`src/hw/rtl/blp_pkg.sv`:
```
`timescale 1ns / 1ps
// ----------------------------------------------------------------------------
// Bit packer package
// Shared widths, payload structs and codes for the LSB-first bit packer.
// ----------------------------------------------------------------------------
package blp_pkg;

  localparam int unsigned PosW        = 16;
  localparam int unsigned ValueW      = 32;
  localparam int unsigned NbitsW      = 6;
  localparam int unsigned DataW       = 8;
  localparam int unsigned MaxCodeBits = 32;
  // Longest code that is taken in; longer bit counts are clamped to this.
  localparam int unsigned CodeLimit   = (MaxCodeBits < ValueW) ? MaxCodeBits : ValueW;
  localparam int unsigned PartialW    = DataW - 1;
  localparam int unsigned PendW       = 3;
  localparam int unsigned AccW        = PartialW + ValueW;
  localparam int unsigned RemW        = 6;

  localparam int unsigned QueueDepthDefault = 2;
  localparam logic [PosW-1:0] CapacityReset = 16'hFFFF;

  typedef enum logic {
    CmdWrite  = 1'b0,
    CmdFinish = 1'b1
  } blp_cmd_e;

  typedef struct packed {
    blp_cmd_e              cmd;
    logic [ValueW-1:0]     value;
    logic [NbitsW-1:0]     nbits;
  } blp_in_t;

  typedef struct packed {
    logic [DataW-1:0]      data_byte;
    logic [PosW-1:0]       byte_position;
    logic                  byte_valid;
    logic [PosW-1:0]       stream_bytes;
    logic                  last;
  } blp_out_t;

  // Queue entry: the value already masked to its bit count, the count clamped.
  typedef struct packed {
    blp_cmd_e              cmd;
    logic [ValueW-1:0]     code;
    logic [NbitsW-1:0]     nbits;
  } blp_entry_t;

  typedef enum logic [1:0] {
    StIdle = 2'b01,
    StEmit = 2'b10
  } blp_state_e;

endpackage

```
`src/hw/rtl/blp_front.sv`:
```
`timescale 1ns / 1ps
// ----------------------------------------------------------------------------
// Bit packer front end
// Accepts input items, clamps the bit count and masks the code bits, then
// hands a classified entry to the queue.
// ----------------------------------------------------------------------------
module blp_front (
  input  logic               clk_i,
  input  logic               rst_ni,
  input  logic               in_valid_i,
  output logic               in_ready_o,
  input  blp_pkg::blp_in_t   in_item_i,
  output logic               push_valid_o,
  input  logic               push_ready_i,
  output blp_pkg::blp_entry_t push_entry_o
);
  import blp_pkg::*;

  logic              valid_q, valid_d;
  blp_entry_t        entry_q, entry_d;
  logic [NbitsW-1:0] nbits_clamped;

  assign in_ready_o = !valid_q || push_ready_i;

  always_comb begin
    if (in_item_i.nbits > NbitsW'(CodeLimit)) begin
      nbits_clamped = NbitsW'(CodeLimit);
    end else begin
      nbits_clamped = in_item_i.nbits;
    end
  end

  always_comb begin
    entry_d = entry_q;
    valid_d = valid_q;
    if (push_ready_i) begin
      valid_d = 1'b0;
    end
    if (in_valid_i && in_ready_o) begin
      valid_d       = 1'b1;
      entry_d.cmd   = in_item_i.cmd;
      entry_d.nbits = nbits_clamped;
      // A shift of the all-ones word by the full width leaves zero, so the
      // mask keeps every bit for a full-width code.
      entry_d.code  = in_item_i.value & ~({ValueW{1'b1}} << nbits_clamped);
    end
  end

  always_ff @(posedge clk_i or negedge rst_ni) begin
    if (!rst_ni) begin
      valid_q <= 1'b0;
    end else begin
      valid_q <= valid_d;
    end
  end

  always_ff @(posedge clk_i) begin
    entry_q <= entry_d;
  end

  assign push_valid_o = valid_q;
  assign push_entry_o = entry_q;

endmodule

```
`src/hw/rtl/blp_queue.sv`:
```
`timescale 1ns / 1ps
// ----------------------------------------------------------------------------
// Bit packer entry queue
// Small register FIFO that decouples the front end from the back end.
// ----------------------------------------------------------------------------
module blp_queue #(
  parameter int unsigned Depth = blp_pkg::QueueDepthDefault
) (
  input  logic                clk_i,
  input  logic                rst_ni,
  input  logic                push_valid_i,
  output logic                push_ready_o,
  input  blp_pkg::blp_entry_t push_entry_i,
  output logic                pop_valid_o,
  input  logic                pop_ready_i,
  output blp_pkg::blp_entry_t pop_entry_o
);
  import blp_pkg::*;

  localparam int unsigned PtrW = (Depth > 1) ? $clog2(Depth) : 1;
  localparam int unsigned CntW = $clog2(Depth + 1);

  blp_entry_t        mem_q [Depth];
  logic [PtrW-1:0]   wr_ptr_q, wr_ptr_d;
  logic [PtrW-1:0]   rd_ptr_q, rd_ptr_d;
  logic [CntW-1:0]   count_q, count_d;
  logic              do_push, do_pop;

  assign push_ready_o = (count_q != CntW'(Depth));
  assign pop_valid_o  = (count_q != '0);
  assign pop_entry_o  = mem_q[rd_ptr_q];
  assign do_push      = push_valid_i && push_ready_o;
  assign do_pop       = pop_valid_o && pop_ready_i;

  always_comb begin
    wr_ptr_d = wr_ptr_q;
    rd_ptr_d = rd_ptr_q;
    count_d  = count_q;
    if (do_push) begin
      wr_ptr_d = (wr_ptr_q == PtrW'(Depth - 1)) ? '0 : wr_ptr_q + PtrW'(1);
    end
    if (do_pop) begin
      rd_ptr_d = (rd_ptr_q == PtrW'(Depth - 1)) ? '0 : rd_ptr_q + PtrW'(1);
    end
    if (do_push && !do_pop) begin
      count_d = count_q + CntW'(1);
    end else if (do_pop && !do_push) begin
      count_d = count_q - CntW'(1);
    end
  end

  always_ff @(posedge clk_i or negedge rst_ni) begin
    if (!rst_ni) begin
      wr_ptr_q <= '0;
      rd_ptr_q <= '0;
      count_q  <= '0;
    end else begin
      wr_ptr_q <= wr_ptr_d;
      rd_ptr_q <= rd_ptr_d;
      count_q  <= count_d;
    end
  end

  always_ff @(posedge clk_i) begin
    if (do_push) begin
      mem_q[wr_ptr_q] <= push_entry_i;
    end
  end

endmodule

```
`src/hw/rtl/blp_back.sv`:
```
`timescale 1ns / 1ps
// ----------------------------------------------------------------------------
// Bit packer back end
// Merges codes into the partial byte and emits completed bytes one per cycle
// unless stalled, via an output register; handles flush and capacity limit.
// ----------------------------------------------------------------------------
module blp_back (
  input  logic                      clk_i,
  input  logic                      rst_ni,
  input  logic [blp_pkg::PosW-1:0]  capacity_i,
  input  logic                      pop_valid_i,
  output logic                      pop_ready_o,
  input  blp_pkg::blp_entry_t       pop_entry_i,
  output logic                      out_valid_o,
  input  logic                      out_ready_i,
  output blp_pkg::blp_out_t         out_item_o
);
  import blp_pkg::*;

  blp_state_e          state_q, state_d;
  logic [AccW-1:0]     acc_q, acc_d;
  logic [RemW-1:0]     rem_q, rem_d;
  logic [PartialW-1:0] partial_q, partial_d;
  logic [PendW-1:0]    pending_q, pending_d;
  logic [PosW-1:0]     pos_q, pos_d;
  logic                out_valid_q, out_valid_d;
  blp_out_t            out_q, out_d;

  logic                slot_free;
  logic                at_capacity;
  logic [AccW-1:0]     acc_load;
  logic [RemW-1:0]     total_bits;
  logic [RemW-1:0]     rem_after;
  logic [PosW:0]       pos_next;
  logic                cap_hit;

  assign slot_free   = !out_valid_q || out_ready_i;
  assign at_capacity = (pos_q >= capacity_i);
  assign acc_load    = AccW'(partial_q) | (AccW'(pop_entry_i.code) << pending_q);
  assign total_bits  = RemW'(pending_q) + RemW'(pop_entry_i.nbits);
  assign rem_after   = rem_q - RemW'(DataW);
  assign pos_next    = {1'b0, pos_q} + (PosW + 1)'(1);
  assign cap_hit     = (pos_next >= {1'b0, capacity_i});

  assign pop_ready_o = (state_q == StIdle)
                       && ((pop_entry_i.cmd == CmdWrite) || slot_free);

  always_comb begin
    state_d     = state_q;
    acc_d       = acc_q;
    rem_d       = rem_q;
    partial_d   = partial_q;
    pending_d   = pending_q;
    pos_d       = pos_q;
    out_valid_d = out_valid_q;
    out_d       = out_q;

    if (out_ready_i) begin
      out_valid_d = 1'b0;
    end

    unique case (state_q)
      StIdle: begin
        if (pop_valid_i && pop_ready_o) begin
          unique case (pop_entry_i.cmd)
            CmdFinish: begin
              out_valid_d        = 1'b1;
              out_d.last         = 1'b1;
              out_d.data_byte    = '0;
              out_d.byte_position = '0;
              out_d.byte_valid   = 1'b0;
              out_d.stream_bytes = pos_q;
              if ((pending_q != '0) && !at_capacity) begin
                out_d.data_byte     = DataW'(partial_q);
                out_d.byte_position = pos_q;
                out_d.byte_valid    = 1'b1;
                out_d.stream_bytes  = pos_next[PosW-1:0];
              end
              partial_d = '0;
              pending_d = '0;
              pos_d     = '0;
            end
            CmdWrite: begin
              // A full stream ignores further bits and keeps its state.
              if (!at_capacity) begin
                if (total_bits < RemW'(DataW)) begin
                  partial_d = acc_load[PartialW-1:0];
                  pending_d = total_bits[PendW-1:0];
                end else begin
                  acc_d   = acc_load;
                  rem_d   = total_bits;
                  state_d = StEmit;
                end
              end
            end
            default: ;
          endcase
        end
      end
      StEmit: begin
        if (slot_free) begin
          out_valid_d         = 1'b1;
          out_d.data_byte     = acc_q[DataW-1:0];
          out_d.byte_position = pos_q;
          out_d.byte_valid    = 1'b1;
          out_d.stream_bytes  = '0;
          out_d.last          = cap_hit || (rem_after < RemW'(DataW));
          pos_d               = pos_next[PosW-1:0];
          acc_d               = acc_q >> DataW;
          rem_d               = rem_after;
          if (cap_hit) begin
            // Remaining bits of the code fall beyond the capacity.
            partial_d = '0;
            pending_d = '0;
            state_d   = StIdle;
          end else if (rem_after < RemW'(DataW)) begin
            partial_d = acc_q[DataW +: PartialW];
            pending_d = rem_after[PendW-1:0];
            state_d   = StIdle;
          end
        end
      end
      default: state_d = StIdle;
    endcase
  end

  always_ff @(posedge clk_i or negedge rst_ni) begin
    if (!rst_ni) begin
      state_q     <= StIdle;
      partial_q   <= '0;
      pending_q   <= '0;
      pos_q       <= '0;
      out_valid_q <= 1'b0;
    end else begin
      state_q     <= state_d;
      partial_q   <= partial_d;
      pending_q   <= pending_d;
      pos_q       <= pos_d;
      out_valid_q <= out_valid_d;
    end
  end

  always_ff @(posedge clk_i) begin
    acc_q <= acc_d;
    rem_q <= rem_d;
    out_q <= out_d;
  end

  assign out_valid_o = out_valid_q;
  assign out_item_o  = out_q;

endmodule

```
`src/hw/rtl/lsb_first_bit_packer_unit.sv`:
```
`timescale 1ns / 1ps
// ----------------------------------------------------------------------------
// LSB-first bit packer
// Packs variable-length codes, bit 0 first, into a byte stream with byte
// positions, stream flush and a capacity limit.
// ----------------------------------------------------------------------------
// Usage:
// The input channel (in_valid_i/in_ready_o, in_item_i) takes write items of
// 0 to 32 code bits and finish items. The output channel (out_valid_o/
// out_ready_i, out_item_o) returns one item per completed byte; a finish
// item always returns exactly one item carrying the flushed byte, if any,
// and the stream byte count. capacity is written through cfg_we_i and
// cfg_wdata_i; the user must do so only while the block is idle, as the
// block itself does not enforce it.
// Path: an item passes the front register and the queue before the back
// end loads it; a finish result then goes to the output register, while a
// write that completes a byte first loads the back-end accumulator and
// then sends its completed bytes through the output register one by one.
// The back end takes no new item until the last byte of a write is out.
// Reset clears the partial byte, the position, the queue and the output
// valid flag, and sets capacity to 65535. When the receiver stalls, the
// output register holds its item, and the back end waits once it has a
// byte or a finish result to pass on; the queue and front register keep
// accepting items until they fill.
// ----------------------------------------------------------------------------
module lsb_first_bit_packer_unit #(
  parameter int unsigned QueueDepth = blp_pkg::QueueDepthDefault
) (
  input  logic                     clk_i,
  input  logic                     rst_ni,
  input  logic                     cfg_we_i,
  input  logic [blp_pkg::PosW-1:0] cfg_wdata_i,
  input  logic                     in_valid_i,
  output logic                     in_ready_o,
  input  blp_pkg::blp_in_t         in_item_i,
  output logic                     out_valid_o,
  input  logic                     out_ready_i,
  output blp_pkg::blp_out_t        out_item_o
);
  import blp_pkg::*;

  logic [PosW-1:0] capacity_q;
  logic            push_valid, push_ready;
  blp_entry_t      push_entry;
  logic            pop_valid, pop_ready;
  blp_entry_t      pop_entry;

  always_ff @(posedge clk_i or negedge rst_ni) begin
    if (!rst_ni) begin
      capacity_q <= CapacityReset;
    end else if (cfg_we_i) begin
      capacity_q <= cfg_wdata_i;
    end
  end

  blp_front u_front (
    .clk_i        (clk_i),
    .rst_ni       (rst_ni),
    .in_valid_i   (in_valid_i),
    .in_ready_o   (in_ready_o),
    .in_item_i    (in_item_i),
    .push_valid_o (push_valid),
    .push_ready_i (push_ready),
    .push_entry_o (push_entry)
  );

  blp_queue #(
    .Depth (QueueDepth)
  ) u_queue (
    .clk_i        (clk_i),
    .rst_ni       (rst_ni),
    .push_valid_i (push_valid),
    .push_ready_o (push_ready),
    .push_entry_i (push_entry),
    .pop_valid_o  (pop_valid),
    .pop_ready_i  (pop_ready),
    .pop_entry_o  (pop_entry)
  );

  blp_back u_back (
    .clk_i       (clk_i),
    .rst_ni      (rst_ni),
    .capacity_i  (capacity_q),
    .pop_valid_i (pop_valid),
    .pop_ready_o (pop_ready),
    .pop_entry_i (pop_entry),
    .out_valid_o (out_valid_o),
    .out_ready_i (out_ready_i),
    .out_item_o  (out_item_o)
  );

endmodule

```
`config.mk`:
```
export PLATFORM = sky130hd
export DESIGN_NAME = lsb_first_bit_packer_unit
export DESIGN_NICKNAME = d
export VERILOG_FILES = /design/src/hw/rtl/blp_pkg.sv /design/src/hw/rtl/blp_front.sv /design/src/hw/rtl/blp_queue.sv /design/src/hw/rtl/blp_back.sv /design/src/hw/rtl/lsb_first_bit_packer_unit.sv
export SDC_FILE = /design/constraint.sdc
export NUM_CORES = 1
export LEC_CHECK = 0
export ABC_AREA = 1
export BUFFER_PORTS_ARGS = -buffer_cell sky130_fd_sc_hd__buf_4
export CAP_MARGIN = 20
export CORE_MARGIN = 2
export CORE_UTILIZATION = 25
export CTS_BUF_LIST = sky130_fd_sc_hd__clkbuf_2 sky130_fd_sc_hd__clkbuf_4 sky130_fd_sc_hd__clkbuf_8
export DETAILED_ROUTE_END_ITERATION = 12
export SETUP_SLACK_MARGIN = 0.05
export SYNTH_ARGS = -nofsm -noshare
export SYNTH_HDL_FRONTEND = slang
export SYNTH_HIERARCHICAL = 1
export SYNTH_SLANG_ARGS = --single-unit
```
`constraint.sdc`:
```
create_clock -name clk_i -period 5.3 [get_ports clk_i]
set_input_delay 0.265 -clock clk_i [delete_from_list [all_inputs] [get_ports clk_i]]
set_output_delay 0.265 -clock clk_i [all_outputs]
set_load 0.01 [all_outputs]
```
Yosys cells after proc, flatten, opt, wreduce, memory -nomap -nowiden
Memory sizes are Yosys's and may differ from the RTL's.
Cells that the tools add are included.
{ "totals": {"latch_bits": 0, "ff_bits": 176, "ram_bits": 78, "n_memories": 1, "out_inout_bits": 44, "romBits": 0, "wordCells": 135, "inputBits": 60} }
{ "classes": {"div": 0, "n_lt_le_gt_ge": 5, "eq_ne": 12, "mux": 59, "n_shift": 2, "add_sub_neg": 7, "multipliers": 0, "reduce_logical": 25, "n_bitwise": 4} }
{ "memory_table": {"columns": ["name", "words", "word_bits", "rd", "rd_clocked_by_memory_dff", "write_ports", "line", "text"], "rows": [
  ["u_queue.mem_q", 2, 39, 1, 0, 1, "blp_queue.sv:23", "blp_entry_t mem_q [Depth];"]
]} }
{ "op_table": {"columns": ["cell", "n"], "rows": [
  ["$mux 39", 5],
  ["$mux 42", 3],
  ["$pmux 42 s2", 1],
  ["$pmux 39 s2", 1],
  ["$mux 16", 3],
  ["$mux 7", 6],
  ["$mux 40", 1],
  ["$or 7x39->39", 1],
  ["$shl 32x3->39", 1],
  ["$mux 6", 6],
  ["$and 32x32->32", 1],
  ["$not 32->32", 1],
  ["$pmux 16 s2", 1],
  ["$shl 32x6->32 const A", 1],
  ["$pmux 7 s2", 2],
  ["$mux 2", 9],
  ["$mux 3", 6],
  ["$reduce_and 6->1", 3],
  ["$add 16x1->17 const B", 1],
  ["$ge 17x16->1", 1],
  ["$ge 16x16->1", 1],
  ["$lt 6x4->1 const B", 2],
  ["$pmux 3 s2", 2],
  ["$pmux 6 s2", 1],
  ["22 further kinds", 54]
]} }

Depth between registers and ports, before layout
{ "logic_depth": {"ltp_word": 8, "mapped_depth": 22, "ltp_nobuf": 22} }

Modules after synthesis
Netlist, hierarchy kept.
{ "by_module_without_submodules": {"columns": ["module", "cells_each", "seq_area_each_um2", "area_per_inst_um2", "n_inst"], "rows": [
  ["blp_back", 850, 3339.5, 7110.6, 1],
  ["blp_queue", 233, 2442.3, 3149.3, 1],
  ["blp_front", 156, 1196.1, 1726.7, 1],
  ["lsb_first_bit_packer_unit", 68, 420.4, 664.4, 1]
]} }

Least setup slack after synthesis
OpenSTA, ideal clock, no wires.
{ "synth_path": {"kind": "flip-flop to flip-flop", "from": "register u_queue.rd_ptr_q", "to": "register u_back.acc_q[0] (enable)", "arrival_ps": 5058, "path_buffers": 2, "setup_slack_ps": -260, "required_time_ps": 4798, "period_less_slack_ps": 5560, "setup_ps": 502, "path_stages_with_launch": 15, "path_cell_list": "dfrtp_1 > buf_6 > buf_6 > nand2_1 > nand2_1 > ha_1 > fa_1 > nand2_1 > a21oi_1 > nand2_1 > nand2_1 > nand2_1 > nor2_1 > o21ai_0 > nor3b_1"} }
{ "synth_rtl": {"columns": ["element", "line", "text"], "rows": [
  ["start, declared", "blp_queue.sv:25", "logic [PtrW-1:0] rd_ptr_q, rd_ptr_d;"],
  ["start signal, assigned", "blp_queue.sv:59", "rd_ptr_q <= rd_ptr_d;"],
  ["end signal, assigned", "blp_back.sv:144", "acc_q <= acc_d;"],
  ["end, declared", "blp_back.sv:21", "logic [AccW-1:0] acc_q, acc_d;"]
]} }

==> impl_metrics.env <==
export IMPL_syn_area_mm2=0.0127
export IMPL_cts_hold_buf=62
export IMPL_clk_pin_slew_worst_paths_ns=0.06
export IMPL_fin_tns_setup_ns=0
export IMPL_cts_setup_buffers=0
export IMPL_rsz0062_at_grt="false"
export IMPL_ys_seq_area_frac=0.585
export IMPL_critical_path_startpoint_type="flip-flop"
export IMPL_ys_top_cells_by_area="edfxtp_1 48%, nand2_1 14%, dfrtp_1 6.5%"
export IMPL_reg2regPathDepth=14
export IMPL_status="finished, final reports clean"
export IMPL_grt_max_degree=60
export IMPL_leakage_nw=6.68
export IMPL_clock_sinks=254
export IMPL_max_cap_violations=0
export IMPL_drive_gt1_frac=0.171
export IMPL_ant_nets=0
export IMPL_hold_viol=0
export IMPL_io_buffers=103
export IMPL_crit_fanout=42
export IMPL_r2r_setup_slack_ns=1.57
export IMPL_skew_ns=0.0406
export IMPL_final_nets=1582
export IMPL_grt_use_total=0.113
export IMPL_insertion_delay_ns=0.60
export IMPL_arrival_ns=3.94
export IMPL_vias=9496
export IMPL_postSynthCellCount=1307
export IMPL_grt_overflow=0
export IMPL_vias_per_cell=4.34
export IMPL_antenna_found_initial=0
export IMPL_crit_path_max_incr_delay_ns=0.79
export IMPL_finalCriticalPeriod_ns=3.73
export IMPL_worstSetupPathType="reg2reg"
export IMPL_pin_count=104
export IMPL_synth_top_flop_cell="edfxtp_1"
export IMPL_post_cts_resized=0
export IMPL_setup_viol=0
export IMPL_cts_buffer_depth=3
export IMPL_place_congestion=0.875
export IMPL_ys_types=53
export IMPL_place_area_mm2=0.0140
export IMPL_power_switching_mw=3.38
export IMPL_grt_use_met1=0.155
export IMPL_worstHoldStart="out_ready_i"
export IMPL_numCtsBuffers=46
export IMPL_swShare=0.389
export IMPL_p_clk_frac=0.214
export IMPL_final_area_mm2=0.0157
export IMPL_synth_common_cells="469 x nand2_1, 204 x edfxtp_1, 127 x inv_1, 79 x o21ai_0, 59 x nand3_1"
export IMPL_grt_use_met2=0.174
export IMPL_worstHoldEndpoint="u_back/out_valid_o"
export IMPL_root_buffer="clkbuf_8"
export IMPL_syn_nets=1409
export IMPL_intPower_mw=5.32
export IMPL_synth_most_common_cell="nand2_1"
export IMPL_hold_class="in2reg"
export IMPL_dpl_worst_slack_ns=1.66
export IMPL_crit_path_frequent_cell="nand2_1"
export IMPL_synth_enable_flop_cells=204
export IMPL_core_area_mm2=0.0501
export IMPL_rr_endpoint="u_back/acc_q[7]"
export IMPL_setup_ws_ns=1.57
export IMPL_crit_path_top_delay_cell="dfrtp_1"
export IMPL_cts_tree="done"
export IMPL_pwr_share_seq=0.402
export IMPL_power_density_mw_per_mm2=555
export IMPL_end_kind="flip-flop"
export IMPL_first_iter_violations=828
export IMPL_slew_viol_final=0
export IMPL_max_vdd_ir_drop_mv=0.227
export IMPL_grt_pass1_wl_mm=48.3
export IMPL_die_area_mm2=0.0524
export IMPL_core_rowCount=82
export IMPL_worst_slew_pin_transition_ns=1.02
export IMPL_firstDrtPassIters=5
export IMPL_wl_per_cell_um=13.6
export IMPL_start_util=0.253
export IMPL_grt_use_met3=0.0241
export IMPL_final_util=0.313
export IMPL_fp_dieH_um=229
export IMPL_yosysTopAreaCellShare=0.484
export IMPL_synth_largest_area_cell="edfxtp_1"
export IMPL_hold_depth=4
export IMPL_ys_ff_latch=254
export IMPL_avgSynthCellArea_um2=9.68
export IMPL_cp_data_required_time_ns=5.51
export IMPL_slew_headroom=0.319
export IMPL_area_growth_pct=23.9
export IMPL_synthArstFlopShare=0.197
export IMPL_die_x_um=229
export IMPL_drcViolationCount=0
export IMPL_fmaxAchievable_ghz=0.268
export IMPL_p_comb_frac=0.383
export IMPL_yosysWarnings=6
export IMPL_crit_chain="inv_8 -> nand2_1 -> nand2_1 -> ha_1 -> fa_1 -> nand2_1 -> a21oi_1 -> nand2_1 -> nand2_1 -> nand2_1 -> nor2_1 -> o21ai_0 -> nor3b_4 -> buf_4"
export IMPL_htreeDepth=2
export IMPL_r2r_start="u_queue/rd_ptr_q"
export IMPL_period_share=0.705
export IMPL_p_total_mw=8.70
export IMPL_dp_hpwl_mm=21.0
export IMPL_grt_pass1_vias=9296
export IMPL_fillCellCount=5250
export IMPL_busiest_layer="met2"
export IMPL_wl_mm=29.7
[routing by layer]
layer	wire length, um	vias up
met4	767	0
met3	1730	61
met2	13200	271
li1	-	4733
met1	13900	4431
met5	0	-
[metrics by stage]
stage          hold WS, ns  std cells
3_5_place_dp         0.361       2038
3_3_place_gp         0.356       2038
6_report            0.0466       2186
2_1_floorplan      -0.0306       1307
5_1_grt             0.0287       2185
4_1_cts            0.00664       2181
[final cells by class]
cell class	count	area, um2	share of cell area
clock inverters	24	208	0.0133
well taps	672	841	0.0537
multi-input cells	867	4460	0.284
flip-flops and latches	254	7400	0.472
inverters	138	531	0.0339
repair buffers	173	1510	0.0965
diodes	1	2.50	0.000160
clock buffers	57	722	0.0461
[critical path, delay by kind of cell, from the launching register on]
family,cells,cell delay (ns)
buffers and inverters,2,0.69
adder cells (fa/ha/maj),2,0.68
AO/OA/AOI/OAI,2,0.37
flip-flops,1,0.79
AND/OR/NAND/NOR,8,0.79
[logic make-up after synthesis]
group / synth area share
xor+xnor: 0.0108
simple gates: 0.212
mux: 0.00158
fa+ha+maj: 0.0421
compound gates: 0.0823
flops: 0.585
buf+inv: 0.0662
[worst max path at each step]
| stage | endpoint | slack, ns | from | depth (start not counted) |
|---|---|---|---|---|
| floorplan | u_back/acc_q[0] | 1.23 | u_queue/rd_ptr_q | 14 |
| global placement | u_back/acc_q[31] | 1.73 | u_queue/rd_ptr_q | 14 |
| detailed placement | u_back/acc_q[27] | 1.66 | u_queue/rd_ptr_q | 14 |
| CTS | u_back/rem_q[5] | 1.62 | u_queue/rd_ptr_q | 14 |
| global route | u_back/acc_q[5] | 1.26 | u_queue/rd_ptr_q | 14 |
| finish | u_back/acc_q[7] | 1.57 | u_queue/rd_ptr_q | 14 |
[registers in the layout (all words and copies together) (netlist names), 2 cells and up]
| signal | cells |
|---|---|
| u_queue/mem_q | 78 |
| u_back/out_item_o | 42 |
| u_back/acc_q | 39 |
| u_front/push_entry_o | 39 |
| capacity_q | 16 |
| u_back/pos_q | 16 |
| u_back/partial_q | 7 |
| u_back/rem_q | 6 |
| u_back/pending_q | 3 |
| u_back/state_q | 2 |
| u_queue/count_q | 2 |
[power groups by stage]
stage,clock [mW],sequential (mW),combinational (mW)
final,1.86,3.50,3.34
after global routing,2.01,3.58,3.76
after CTS,1.93,3.54,3.28
after detailed placement,0,3.57,3.23
after global placement,0,3.56,3.16
after floorplan,0,3.51,2.25
[cells in the final DEF (no fill, tap or decap), drive strengths merged, types with 2 or more instances in the layout]
cell / Yosys / layout
a21boi: 4 / 4
a21oi: 40 / 40
buf: 31 / 111
bufinv: 0 / 3
clkbuf: 17 / 57
clkinv: 1 / 19
clkinvlp: 0 / 3
dfrtp: 33 / 33
dfstp: 17 / 17
dlygate4sd3: 0 / 62
edfxtp: 204 / 204
ha: 41 / 41
inv: 137 / 137
mux2i: 2 / 2
nand2: 484 / 484
nand3: 64 / 64
nand4: 5 / 5
nor2: 65 / 65
nor3: 6 / 6
nor4: 2 / 2
o211ai: 2 / 2
o21a: 2 / 2
o21ai: 83 / 83
o221ai: 25 / 25
o22ai: 20 / 20
or2: 2 / 2
xnor2: 2 / 2
xor2: 11 / 11
(Power assumes the default switching activity.)
